`config.mk`:
```
export PLATFORM = sky130hd
export DESIGN_NAME = stack_machine_executor_top
export DESIGN_NICKNAME = d
export VERILOG_FILES = /design/src/design/sme_pkg.sv /design/src/design/sme_ram.sv /design/src/design/sme_div.sv /design/src/design/sme_queue.sv /design/src/design/sme_front.sv /design/src/design/sme_back.sv /design/src/design/stack_machine_executor_top.sv
export SDC_FILE = /design/constraint.sdc
export NUM_CORES = 2
export LEC_CHECK = 0
export ABC_AREA = 1
export BUFFER_PORTS_ARGS = -buffer_cell sky130_fd_sc_hd__buf_2
export CAP_MARGIN = 40
export CORE_ASPECT_RATIO = 1.1
export CORE_UTILIZATION = 57
export DETAILED_ROUTE_END_ITERATION = 7
export PLACE_DENSITY_LB_ADDON = 0.25
export SYNTH_ARGS = -nofsm -noshare
export SYNTH_HDL_FRONTEND = slang
export SYNTH_HIERARCHICAL = 1
export SYNTH_SLANG_ARGS = --single-unit
```
`constraint.sdc`:
```
create_clock -name clock -period 9.4 [get_ports clock]
set_input_delay 1.88 -clock clock [delete_from_list [all_inputs] [get_ports clock]]
set_output_delay 1.88 -clock clock [all_outputs]
set_load 0.03 [all_outputs]
```
`src/design/sme_pkg.sv`:
```
package sme_pkg;

   localparam int STACK_DEPTH = 32;
   localparam int DATA_W      = 32;
   localparam int DEPTH_W     = 6;
   localparam int CNT_W       = $clog2(STACK_DEPTH + 1);
   localparam int ADDR_W      = $clog2(STACK_DEPTH);
   localparam int ITER_W      = $clog2(DATA_W);
   localparam int QUEUE_DEPTH = 2;
   localparam int QPTR_W      = $clog2(QUEUE_DEPTH);
   localparam int QCNT_W      = $clog2(QUEUE_DEPTH + 1);

   localparam logic [3:0] ACT_PUSH = 4'd1;
   localparam logic [3:0] ACT_POP  = 4'd2;
   localparam logic [3:0] ACT_ADD  = 4'd3;
   localparam logic [3:0] ACT_SUB  = 4'd4;
   localparam logic [3:0] ACT_MUL  = 4'd5;
   localparam logic [3:0] ACT_DIV  = 4'd6;
   localparam logic [3:0] ACT_NOP  = 4'd7;
   localparam logic [3:0] ACT_DUMP = 4'd8;
   localparam logic [3:0] ACT_NOP2 = 4'd9;
   localparam logic [3:0] ACT_HALT = 4'd10;

   typedef enum logic [2:0] {
      ST_OK      = 3'd0,
      ST_HALTED  = 3'd1,
      ST_SYNTAX  = 3'd2,
      ST_UNDER   = 3'd3,
      ST_OVER    = 3'd4,
      ST_DIVZERO = 3'd5
   } status_type;

   typedef enum logic [3:0] {
      KIND_PUSH,
      KIND_POP,
      KIND_ADD,
      KIND_SUB,
      KIND_MUL,
      KIND_DIV,
      KIND_NOP,
      KIND_DUMP,
      KIND_HALT,
      KIND_SYNTAX,
      KIND_STOPPED
   } kind_type;

   typedef struct packed {
      logic [3:0]         action;
      logic signed [31:0] operand;
   } req_type;

   typedef struct packed {
      status_type         status;
      logic signed [31:0] value;
      logic               is_element;
      logic               last;
      logic [5:0]         depth;
   } rsp_type;

   typedef struct packed {
      kind_type          kind;
      logic [DATA_W-1:0] operand;
   } cmd_type;

   typedef struct packed {
      logic              start;
      logic [DATA_W-1:0] dividend;
      logic [DATA_W-1:0] divisor;
   } div_req_type;

   typedef struct packed {
      logic              busy;
      logic [DATA_W-1:0] quotient;
   } div_rsp_type;

endpackage

```
`src/design/sme_ram.sv`:
```
module sme_ram #(
   parameter int WIDTH = 32,
   parameter int DEPTH = 32
) (
   input  logic                     clock,
   input  logic                     wr_en,
   input  logic [$clog2(DEPTH)-1:0] wr_addr,
   input  logic [WIDTH-1:0]         wr_data,
   input  logic [$clog2(DEPTH)-1:0] rd_addr,
   output logic [WIDTH-1:0]         rd_data
);

   logic [WIDTH-1:0] mem_ff [DEPTH];
   logic [WIDTH-1:0] rd_data_ff;

   always_ff @(posedge clock) begin
      if (wr_en) begin
         mem_ff[wr_addr] <= wr_data;
      end
      rd_data_ff <= mem_ff[rd_addr];
   end

   assign rd_data = rd_data_ff;

endmodule

```
`src/design/sme_div.sv`:
```
module sme_div (
   input  logic                 clock,
   input  logic                 reset,
   input  sme_pkg::div_req_type div_req,
   output sme_pkg::div_rsp_type div_rsp
);
   import sme_pkg::*;

   logic              busy_ff, busy_in;
   logic              neg_ff, neg_in;
   logic [ITER_W-1:0] iter_ff, iter_in;
   logic [DATA_W-1:0] rem_ff, rem_in;
   logic [DATA_W-1:0] quo_ff, quo_in;
   logic [DATA_W-1:0] dvs_ff, dvs_in;
   logic [DATA_W:0]   shifted;
   logic              fits;

   always_comb begin
      busy_in = busy_ff;
      neg_in  = neg_ff;
      iter_in = iter_ff;
      rem_in  = rem_ff;
      quo_in  = quo_ff;
      dvs_in  = dvs_ff;
      shifted = {rem_ff, quo_ff[DATA_W-1]};
      fits    = shifted >= {1'b0, dvs_ff};
      if (div_req.start) begin
         busy_in = 1'b1;
         iter_in = '0;
         rem_in  = '0;
         neg_in  = div_req.dividend[DATA_W-1] ^ div_req.divisor[DATA_W-1];
         quo_in  = div_req.dividend[DATA_W-1] ? -div_req.dividend : div_req.dividend;
         dvs_in  = div_req.divisor[DATA_W-1] ? -div_req.divisor : div_req.divisor;
      end else if (busy_ff) begin
         rem_in  = fits ? DATA_W'(shifted - {1'b0, dvs_ff}) : shifted[DATA_W-1:0];
         quo_in  = {quo_ff[DATA_W-2:0], fits};
         iter_in = iter_ff + ITER_W'(1);
         if (iter_ff == ITER_W'(DATA_W - 1)) begin
            busy_in = 1'b0;
         end
      end
   end

   always_ff @(posedge clock) begin
      if (reset) begin
         busy_ff <= 1'b0;
      end else begin
         busy_ff <= busy_in;
      end
      neg_ff  <= neg_in;
      iter_ff <= iter_in;
      rem_ff  <= rem_in;
      quo_ff  <= quo_in;
      dvs_ff  <= dvs_in;
   end

   assign div_rsp.busy     = busy_ff;
   assign div_rsp.quotient = neg_ff ? -quo_ff : quo_ff;

endmodule

```
`src/design/sme_queue.sv`:
```
module sme_queue (
   input  logic             clock,
   input  logic             reset,
   input  logic             enq,
   input  sme_pkg::cmd_type enq_data,
   output logic             full,
   input  logic             deq,
   output sme_pkg::cmd_type deq_data,
   output logic             empty
);
   import sme_pkg::*;

   cmd_type           entry_ff [QUEUE_DEPTH];
   logic [QPTR_W-1:0] wr_ptr_ff, wr_ptr_in;
   logic [QPTR_W-1:0] rd_ptr_ff, rd_ptr_in;
   logic [QCNT_W-1:0] count_ff, count_in;
   logic              do_enq;
   logic              do_deq;

   assign full     = count_ff == QCNT_W'(QUEUE_DEPTH);
   assign empty    = count_ff == '0;
   assign do_enq   = enq && !full;
   assign do_deq   = deq && !empty;
   assign deq_data = entry_ff[rd_ptr_ff];

   always_comb begin
      wr_ptr_in = wr_ptr_ff;
      rd_ptr_in = rd_ptr_ff;
      count_in  = count_ff;
      if (do_enq) begin
         wr_ptr_in = (wr_ptr_ff == QPTR_W'(QUEUE_DEPTH - 1)) ? '0 : wr_ptr_ff + QPTR_W'(1);
      end
      if (do_deq) begin
         rd_ptr_in = (rd_ptr_ff == QPTR_W'(QUEUE_DEPTH - 1)) ? '0 : rd_ptr_ff + QPTR_W'(1);
      end
      if (do_enq && !do_deq) begin
         count_in = count_ff + QCNT_W'(1);
      end else if (do_deq && !do_enq) begin
         count_in = count_ff - QCNT_W'(1);
      end
   end

   always_ff @(posedge clock) begin
      if (reset) begin
         wr_ptr_ff <= '0;
         rd_ptr_ff <= '0;
         count_ff  <= '0;
      end else begin
         wr_ptr_ff <= wr_ptr_in;
         rd_ptr_ff <= rd_ptr_in;
         count_ff  <= count_in;
      end
      if (do_enq) begin
         entry_ff[wr_ptr_ff] <= enq_data;
      end
   end

endmodule

```
`src/design/sme_front.sv`:
```
module sme_front (
   input  logic             clock,
   input  logic             reset,
   input  logic             req_push,
   input  sme_pkg::req_type req_data,
   output logic             req_full,
   output logic             enq,
   output sme_pkg::cmd_type enq_data,
   input  logic             queue_full
);
   import sme_pkg::*;

   logic     stopped_ff, stopped_in;
   kind_type kind;

   // Once halted, or after a syntax error, every later instruction only reports the halted status.
   always_comb begin
      if (stopped_ff) begin
         kind = KIND_STOPPED;
      end else begin
         unique case (req_data.action)
            ACT_PUSH:           kind = KIND_PUSH;
            ACT_POP:            kind = KIND_POP;
            ACT_ADD:            kind = KIND_ADD;
            ACT_SUB:            kind = KIND_SUB;
            ACT_MUL:            kind = KIND_MUL;
            ACT_DIV:            kind = KIND_DIV;
            ACT_NOP, ACT_NOP2:  kind = KIND_NOP;
            ACT_DUMP:           kind = KIND_DUMP;
            ACT_HALT:           kind = KIND_HALT;
            default:            kind = KIND_SYNTAX;
         endcase
      end
   end

   assign req_full         = queue_full;
   assign enq              = req_push && !queue_full;
   assign enq_data.kind    = kind;
   assign enq_data.operand = req_data.operand;

   always_comb begin
      stopped_in = stopped_ff;
      if (enq && (kind == KIND_HALT || kind == KIND_SYNTAX)) begin
         stopped_in = 1'b1;
      end
   end

   always_ff @(posedge clock) begin
      if (reset) begin
         stopped_ff <= 1'b0;
      end else begin
         stopped_ff <= stopped_in;
      end
   end

endmodule

```
`src/design/sme_back.sv`:
```
module sme_back (
   input  logic                 clock,
   input  logic                 reset,
   input  logic                 cmd_empty,
   input  sme_pkg::cmd_type     cmd_head,
   output logic                 cmd_pop,
   output logic                 ram_wr_en,
   output logic [sme_pkg::ADDR_W-1:0] ram_wr_addr,
   output logic [sme_pkg::DATA_W-1:0] ram_wr_data,
   output logic [sme_pkg::ADDR_W-1:0] ram_rd_addr,
   input  logic [sme_pkg::DATA_W-1:0] ram_rd_data,
   output sme_pkg::div_req_type div_req,
   input  sme_pkg::div_rsp_type div_rsp,
   output logic                 rsp_empty,
   input  logic                 rsp_pop,
   output sme_pkg::rsp_type     rsp_data
);
   import sme_pkg::*;

   typedef enum logic [3:0] {
      S_IDLE = 4'b0001,
      S_EXEC = 4'b0010,
      S_DIV  = 4'b0100,
      S_DUMP = 4'b1000
   } state_type;

   localparam logic [CNT_W-1:0] CNT_FULL = CNT_W'(STACK_DEPTH);

   // The top of the stack lives in top_ff; the RAM holds the entries below it.
   state_type         state_ff, state_in;
   cmd_type           cmd_ff, cmd_in;
   logic [CNT_W-1:0]  cnt_ff, cnt_in;
   logic [DATA_W-1:0] top_ff, top_in;
   logic [ADDR_W-1:0] idx_ff, idx_in;
   logic              out_valid_ff, out_valid_in;
   rsp_type           out_ff, out_in;

   kind_type          rd_kind;
   logic              out_free;
   logic              emit;
   status_type        emit_status;
   logic [DATA_W-1:0] emit_value;
   logic              emit_element;
   logic              emit_last;
   logic              is_top;
   logic [DATA_W-1:0] top_or_zero;
   logic [DATA_W-1:0] arith;

   assign out_free    = !out_valid_ff || rsp_pop;
   assign top_or_zero = (cnt_ff == '0) ? '0 : top_ff;
   assign is_top      = CNT_W'(idx_ff) == cnt_ff - CNT_W'(1);
   assign rd_kind     = (state_ff == S_IDLE) ? cmd_head.kind : cmd_ff.kind;

   always_comb begin
      unique case (cmd_ff.kind)
         KIND_ADD: arith = ram_rd_data + top_ff;
         KIND_SUB: arith = ram_rd_data - top_ff;
         default:  arith = ram_rd_data * top_ff;
      endcase
   end

   always_comb begin
      if (state_ff == S_DUMP) begin
         ram_rd_addr = (out_free && !is_top) ? idx_ff + ADDR_W'(1) : idx_ff;
      end else if (rd_kind == KIND_DUMP) begin
         ram_rd_addr = '0;
      end else begin
         ram_rd_addr = ADDR_W'(cnt_ff - CNT_W'(2));
      end
   end

   always_comb begin
      state_in     = state_ff;
      cmd_in       = cmd_ff;
      cnt_in       = cnt_ff;
      top_in       = top_ff;
      idx_in       = idx_ff;
      out_valid_in = out_valid_ff && !rsp_pop;
      out_in       = out_ff;
      cmd_pop      = 1'b0;
      ram_wr_en    = 1'b0;
      ram_wr_addr  = ADDR_W'(cnt_ff - CNT_W'(1));
      ram_wr_data  = top_ff;
      div_req      = '{start: 1'b0, dividend: ram_rd_data, divisor: top_ff};
      emit         = 1'b0;
      emit_status  = ST_OK;
      emit_value   = top_or_zero;
      emit_element = 1'b0;
      emit_last    = 1'b1;

      unique case (state_ff)
         S_IDLE: begin
            if (!cmd_empty) begin
               cmd_pop  = 1'b1;
               cmd_in   = cmd_head;
               state_in = S_EXEC;
            end
         end
         S_EXEC: begin
            if (out_free) begin
               state_in = S_IDLE;
               emit     = 1'b1;
               unique case (cmd_ff.kind)
                  KIND_PUSH: begin
                     if (cnt_ff >= CNT_FULL) begin
                        emit_status = ST_OVER;
                     end else begin
                        ram_wr_en  = cnt_ff != '0;
                        top_in     = cmd_ff.operand;
                        cnt_in     = cnt_ff + CNT_W'(1);
                        emit_value = cmd_ff.operand;
                     end
                  end
                  KIND_POP: begin
                     if (cnt_ff == '0) begin
                        emit_status = ST_UNDER;
                     end else begin
                        top_in     = ram_rd_data;
                        cnt_in     = cnt_ff - CNT_W'(1);
                        emit_value = (cnt_ff == CNT_W'(1)) ? '0 : ram_rd_data;
                     end
                  end
                  KIND_ADD, KIND_SUB, KIND_MUL, KIND_DIV: begin
                     if (cnt_ff < CNT_W'(2)) begin
                        emit_status = ST_UNDER;
                     end else if (cmd_ff.kind == KIND_DIV) begin
                        if (top_ff == '0) begin
                           emit_status = ST_DIVZERO;
                        end else begin
                           emit          = 1'b0;
                           div_req.start = 1'b1;
                           state_in      = S_DIV;
                        end
                     end else begin
                        top_in     = arith;
                        cnt_in     = cnt_ff - CNT_W'(1);
                        emit_value = arith;
                     end
                  end
                  KIND_DUMP: begin
                     if (cnt_ff == '0) begin
                        emit_value = '0;
                     end else begin
                        emit     = 1'b0;
                        idx_in   = '0;
                        state_in = S_DUMP;
                     end
                  end
                  KIND_HALT, KIND_STOPPED: emit_status = ST_HALTED;
                  KIND_SYNTAX:             emit_status = ST_SYNTAX;
                  default:                 emit_status = ST_OK;
               endcase
            end
         end
         S_DIV: begin
            if (!div_rsp.busy && out_free) begin
               emit       = 1'b1;
               top_in     = div_rsp.quotient;
               cnt_in     = cnt_ff - CNT_W'(1);
               emit_value = div_rsp.quotient;
               state_in   = S_IDLE;
            end
         end
         S_DUMP: begin
            if (out_free) begin
               emit         = 1'b1;
               emit_element = 1'b1;
               emit_last    = is_top;
               emit_value   = is_top ? top_ff : ram_rd_data;
               if (is_top) begin
                  state_in = S_IDLE;
               end else begin
                  idx_in = idx_ff + ADDR_W'(1);
               end
            end
         end
         default: state_in = S_IDLE;
      endcase

      if (emit) begin
         out_valid_in      = 1'b1;
         out_in.status     = emit_status;
         out_in.value      = emit_value;
         out_in.is_element = emit_element;
         out_in.last       = emit_last;
         out_in.depth      = DEPTH_W'(cnt_in);
      end
   end

   always_ff @(posedge clock) begin
      if (reset) begin
         state_ff     <= S_IDLE;
         cnt_ff       <= '0;
         out_valid_ff <= 1'b0;
      end else begin
         state_ff     <= state_in;
         cnt_ff       <= cnt_in;
         out_valid_ff <= out_valid_in;
      end
      cmd_ff <= cmd_in;
      top_ff <= top_in;
      idx_ff <= idx_in;
      out_ff <= out_in;
   end

   assign rsp_empty = !out_valid_ff;
   assign rsp_data  = out_ff;

endmodule

```
`src/design/stack_machine_executor_top.sv`:
```
// Channel   Direction  Handshake             Payload
// req_      in         req_push / req_full   req_data (action, operand)
// rsp_      out        rsp_pop / rsp_empty   rsp_data (status, value, is_element, last, depth)
// A plain instruction passes through the execution unit: the idle state takes it from the
// two-entry command queue and reads the stack RAM, and the execute state computes and
// registers the result. The radix-2 divider retires one quotient bit a cycle.
// A dump emits the elements bottom first, reading each but the top one from the stack RAM.
// Reset is synchronous and needs no clearing pass; the first instruction is taken at once.
// req_full is high while the command queue holds two; an unread result stalls execution.
module stack_machine_executor_top (
   input  logic             clock,
   input  logic             reset,
   input  logic             req_push,
   input  sme_pkg::req_type req_data,
   output logic             req_full,
   output logic             rsp_empty,
   input  logic             rsp_pop,
   output sme_pkg::rsp_type rsp_data
);
   import sme_pkg::*;

   logic              enq;
   cmd_type           enq_data;
   logic              queue_full;
   logic              cmd_pop;
   cmd_type           cmd_head;
   logic              cmd_empty;
   logic              ram_wr_en;
   logic [ADDR_W-1:0] ram_wr_addr;
   logic [DATA_W-1:0] ram_wr_data;
   logic [ADDR_W-1:0] ram_rd_addr;
   logic [DATA_W-1:0] ram_rd_data;
   div_req_type       div_req;
   div_rsp_type       div_rsp;

   sme_front u_front (
      .clock      (clock),
      .reset      (reset),
      .req_push   (req_push),
      .req_data   (req_data),
      .req_full   (req_full),
      .enq        (enq),
      .enq_data   (enq_data),
      .queue_full (queue_full)
   );

   sme_queue u_queue (
      .clock    (clock),
      .reset    (reset),
      .enq      (enq),
      .enq_data (enq_data),
      .full     (queue_full),
      .deq      (cmd_pop),
      .deq_data (cmd_head),
      .empty    (cmd_empty)
   );

   sme_back u_back (
      .clock       (clock),
      .reset       (reset),
      .cmd_empty   (cmd_empty),
      .cmd_head    (cmd_head),
      .cmd_pop     (cmd_pop),
      .ram_wr_en   (ram_wr_en),
      .ram_wr_addr (ram_wr_addr),
      .ram_wr_data (ram_wr_data),
      .ram_rd_addr (ram_rd_addr),
      .ram_rd_data (ram_rd_data),
      .div_req     (div_req),
      .div_rsp     (div_rsp),
      .rsp_empty   (rsp_empty),
      .rsp_pop     (rsp_pop),
      .rsp_data    (rsp_data)
   );

   sme_ram #(
      .WIDTH (DATA_W),
      .DEPTH (STACK_DEPTH)
   ) u_stack_ram (
      .clock   (clock),
      .wr_en   (ram_wr_en),
      .wr_addr (ram_wr_addr),
      .wr_data (ram_wr_data),
      .rd_addr (ram_rd_addr),
      .rd_data (ram_rd_data)
   );

   sme_div u_div (
      .clock   (clock),
      .reset   (reset),
      .div_req (div_req),
      .div_rsp (div_rsp)
   );

endmodule

```
==> impl_metrics.ini <==
[worst_setup_path]
cp-start-kind = flip-flop
slowest_delay_ns = 0.96
crit_arrival_ns = 8.89
cp-end-kind = flip-flop
crit_type = reg -> reg
critPathMaxFanout = 14
crit_slowest_cell = edfxtp_1
crit_required_ns = 9.92

[die]
die_w_microns = 367.8
row_count = 147
fp.coreArea_sq_mm = 0.1460
die_area_sq_mm = 0.1487
initial_utilization = 0.5744
die_y_microns = 404.4
io_pins = 85

[detailed_routing]
routed_wl_microns = 273600
wl_per_cell_microns = 24.49
vias_per_cell = 5.924
drtPass1Iterations = 8
drc = 1
first_iter_violations = 8833
ant_nets = 0
vias = 66180

[yosys]
synth_top_area_share = 0.4571
synth_area_leaders = edfxtp_1, nand2_1, fa_1, nand3_1, inv_1
seq_area_frac_synth = 0.4779
netlist_area_sq_mm = 0.08389
synth.avg_cell_area_sq_um = 9.127
syn-num-nets = 9847
ys_types = 79
synth_warnings = 6
synthArstFlopShare = 0
syn_inst = 9191
ys_ff_latch = 1364
synthFlopType = edfxtp_1
synth_edf_count = 1277
synth_top_area_cell = edfxtp_1

[timing]
slew_viol_final = 0
hold_viol = 0
rsz0062_at_grt = no
relSlewSlack = 0.3101
fmax_mhz = 119.5
fin_setup_tns_ns = 0
fin_skew_ns = 0.04478
tightest_slew_ns = 1.022
post-route-min-period_ns = 8.370
worst_hold_slack_ns = 0.4719
setup_viol = 0
fin_crit_sh = 0.8905

[cts]
cts_root_buffer = clkbuf_16
cts_max_path_buffers = 3
clk_latency_ns = 0.84
cts-hold-fix-buffers = 0
path_clk_slew_ns = 0.06
cts_resized = 0
clock_sinks = 1364
cts_made_buffers = 141
htreeDepth = 4
cts_tree = done
post_cts.repair.setup_buffers = 0

[cells_and_area]
multiInputGateArea_sq_mm = 0.03599
area_delta_synth_final_pct = 8.321
fin_util = 0.6222
drive_above_1_share = 0.08022
fillers = 12030
nNetsFinal = 9772
fin_cells = 11170
seq_area_sq_mm = 0.04009

[global_routing]
antenna_found_initial = 15
overflow = 0
track_usage = 0.3656
grt_util_met3 = 0.07662
grt_pass1_wl_microns = 403000
grt_pass1_vias = 64700
grt_max_degree = 209
top_usage_layer = met2
grtUsageMet2 = 0.5654
use_met1 = 0.4843

[status]
violations = design-rule violations
status = complete, but fails checks

[placement]
gp_congestion = 1.004
dp_hpwl_microns = 183000
placed_cells = 10910
placement.io_buffers = 84

[hold_path]
hp-class = reg -> reg

[job]
cap_violations = 0
[synthesized netlist by cell type, drive strengths merged (30+ instances only)]
| cell | instances |
|---|---|
| clkbuf | 143 |
| inv | 1284 |
| nand3 | 1025 |
| a221oi | 34 |
| mux2 | 36 |
| nand2 | 2939 |
| dfxtp | 87 |
| xor2 | 100 |
| nand3b | 30 |
| nor2 | 380 |
| buf | 399 |
| a21oi | 241 |
| edfxtp | 1277 |
| o21ai | 226 |
| nor3 | 65 |
| nand4 | 36 |
| fa | 410 |
| xnor2 | 57 |
| ha | 206 |
[cell usage in the layout, fill, tap and decap left out, types with 34 or more instances in the layout]
master     count
a21oi_1      240
a221oi_1      34
buf_2         88
buf_4        191
clkbuf_16    142
dfxtp_1       82
edfxtp_1    1277
fa_1         410
ha_1         206
inv_1       1258
nand2_1     2920
nand3_1     1017
nand4_1       35
nor2_1       314
nor2_4        41
nor3_1        57
o21ai_0      183
o21ai_1       34
xnor2_1       57
xor2_1        98
[cell families (layout without fill, tap and decap cells)]
logic type | count (synthesis) | after routing | synth area share
other | 0 | 10 | 0
buffers and inverters | 1832 | 1866 | 0.09756
and+or+nand+nor | 4518 | 4518 | 0.2254
xor gates and xnor gates | 157 | 157 | 0.01671
DFF | 1364 | 1364 | 0.4779
adders and majority gates | 616 | 616 | 0.1286
AOI/OAI and AO/OA | 668 | 668 | 0.04764
muxes | 36 | 36 | 0.006175
[worst max-delay path, delay by kind of cell (launching register included)]
kind / cells / cell delay (ns)
adders and majority gates: 9 / 4.01
AOI/OAI and AO/OA: 6 / 1.81
DFF: 1 / 0.96
buffers and inverters: 7 / 0.64
and+or+nand+nor: 4 / 0.62
[layer usage]
| metal | vias up | part of all wire |
|---|---|---|
| met5 | - | 0.00068 |
| met4 | 12 | 0.061 |
| met3 | 848 | 0.11 |
| met2 | 3834 | 0.45 |
| met1 | 31950 | 0.38 |
| li1 | 29540 | - |
[flip-flops by register name (all words and copies together) (netlist names), 6 cells and up, named ones only]
register / count
u_stack_ram/mem_ff: 1024
u_queue/entry_ff: 72
u_back/rsp_data: 43
u_back/cmd_ff: 36
u_back/ram_wr_data: 32
u_div/dvs_ff: 32
u_div/quo_ff: 32
u_div/rem_ff: 32
u_stack_ram/rd_data: 32
u_back/cnt_ff: 6
[area by class of cell]
class | instances | area share
clock buffers | 174 | 0.04098
flip-flops and latches | 1364 | 0.4413
multi-input cells | 5995 | 0.3960
repair buffers | 324 | 0.03084
clock inverters | 78 | 0.01024
inverters | 1290 | 0.05369
well taps | 1937 | 0.02667
diodes | 10 | 0.0002754
[final timing paths]
path	slack, ns	to	startpoint	depth (start not counted)
min	0.47	u_div/rem_ff[19]	u_div/rem_ff[19]	2
max	1.03	u_back/ram_wr_data[15]	u_back/ram_wr_data[6]	26
max reg2reg	1.03	u_back/ram_wr_data[15]	u_back/ram_wr_data[6]	26
min reg2reg	0.47	u_div/rem_ff[19]	u_div/rem_ff[19]	2
[stage by stage]
| stage | area [sq um] | worst slack, ns |
|---|---|---|
| finish | 90870 | 1.030 |
| global route | 90850 | 0.6620 |
| CTS | 90790 | 1.157 |
| detailed placement | 86130 | 1.204 |
| global placement | 85470 | 1.139 |
| floorplan | 83890 | 2.122 |
Power is not shown: default switching activity piles up to over one toggle a cycle in this logic, so the estimate is an artifact.
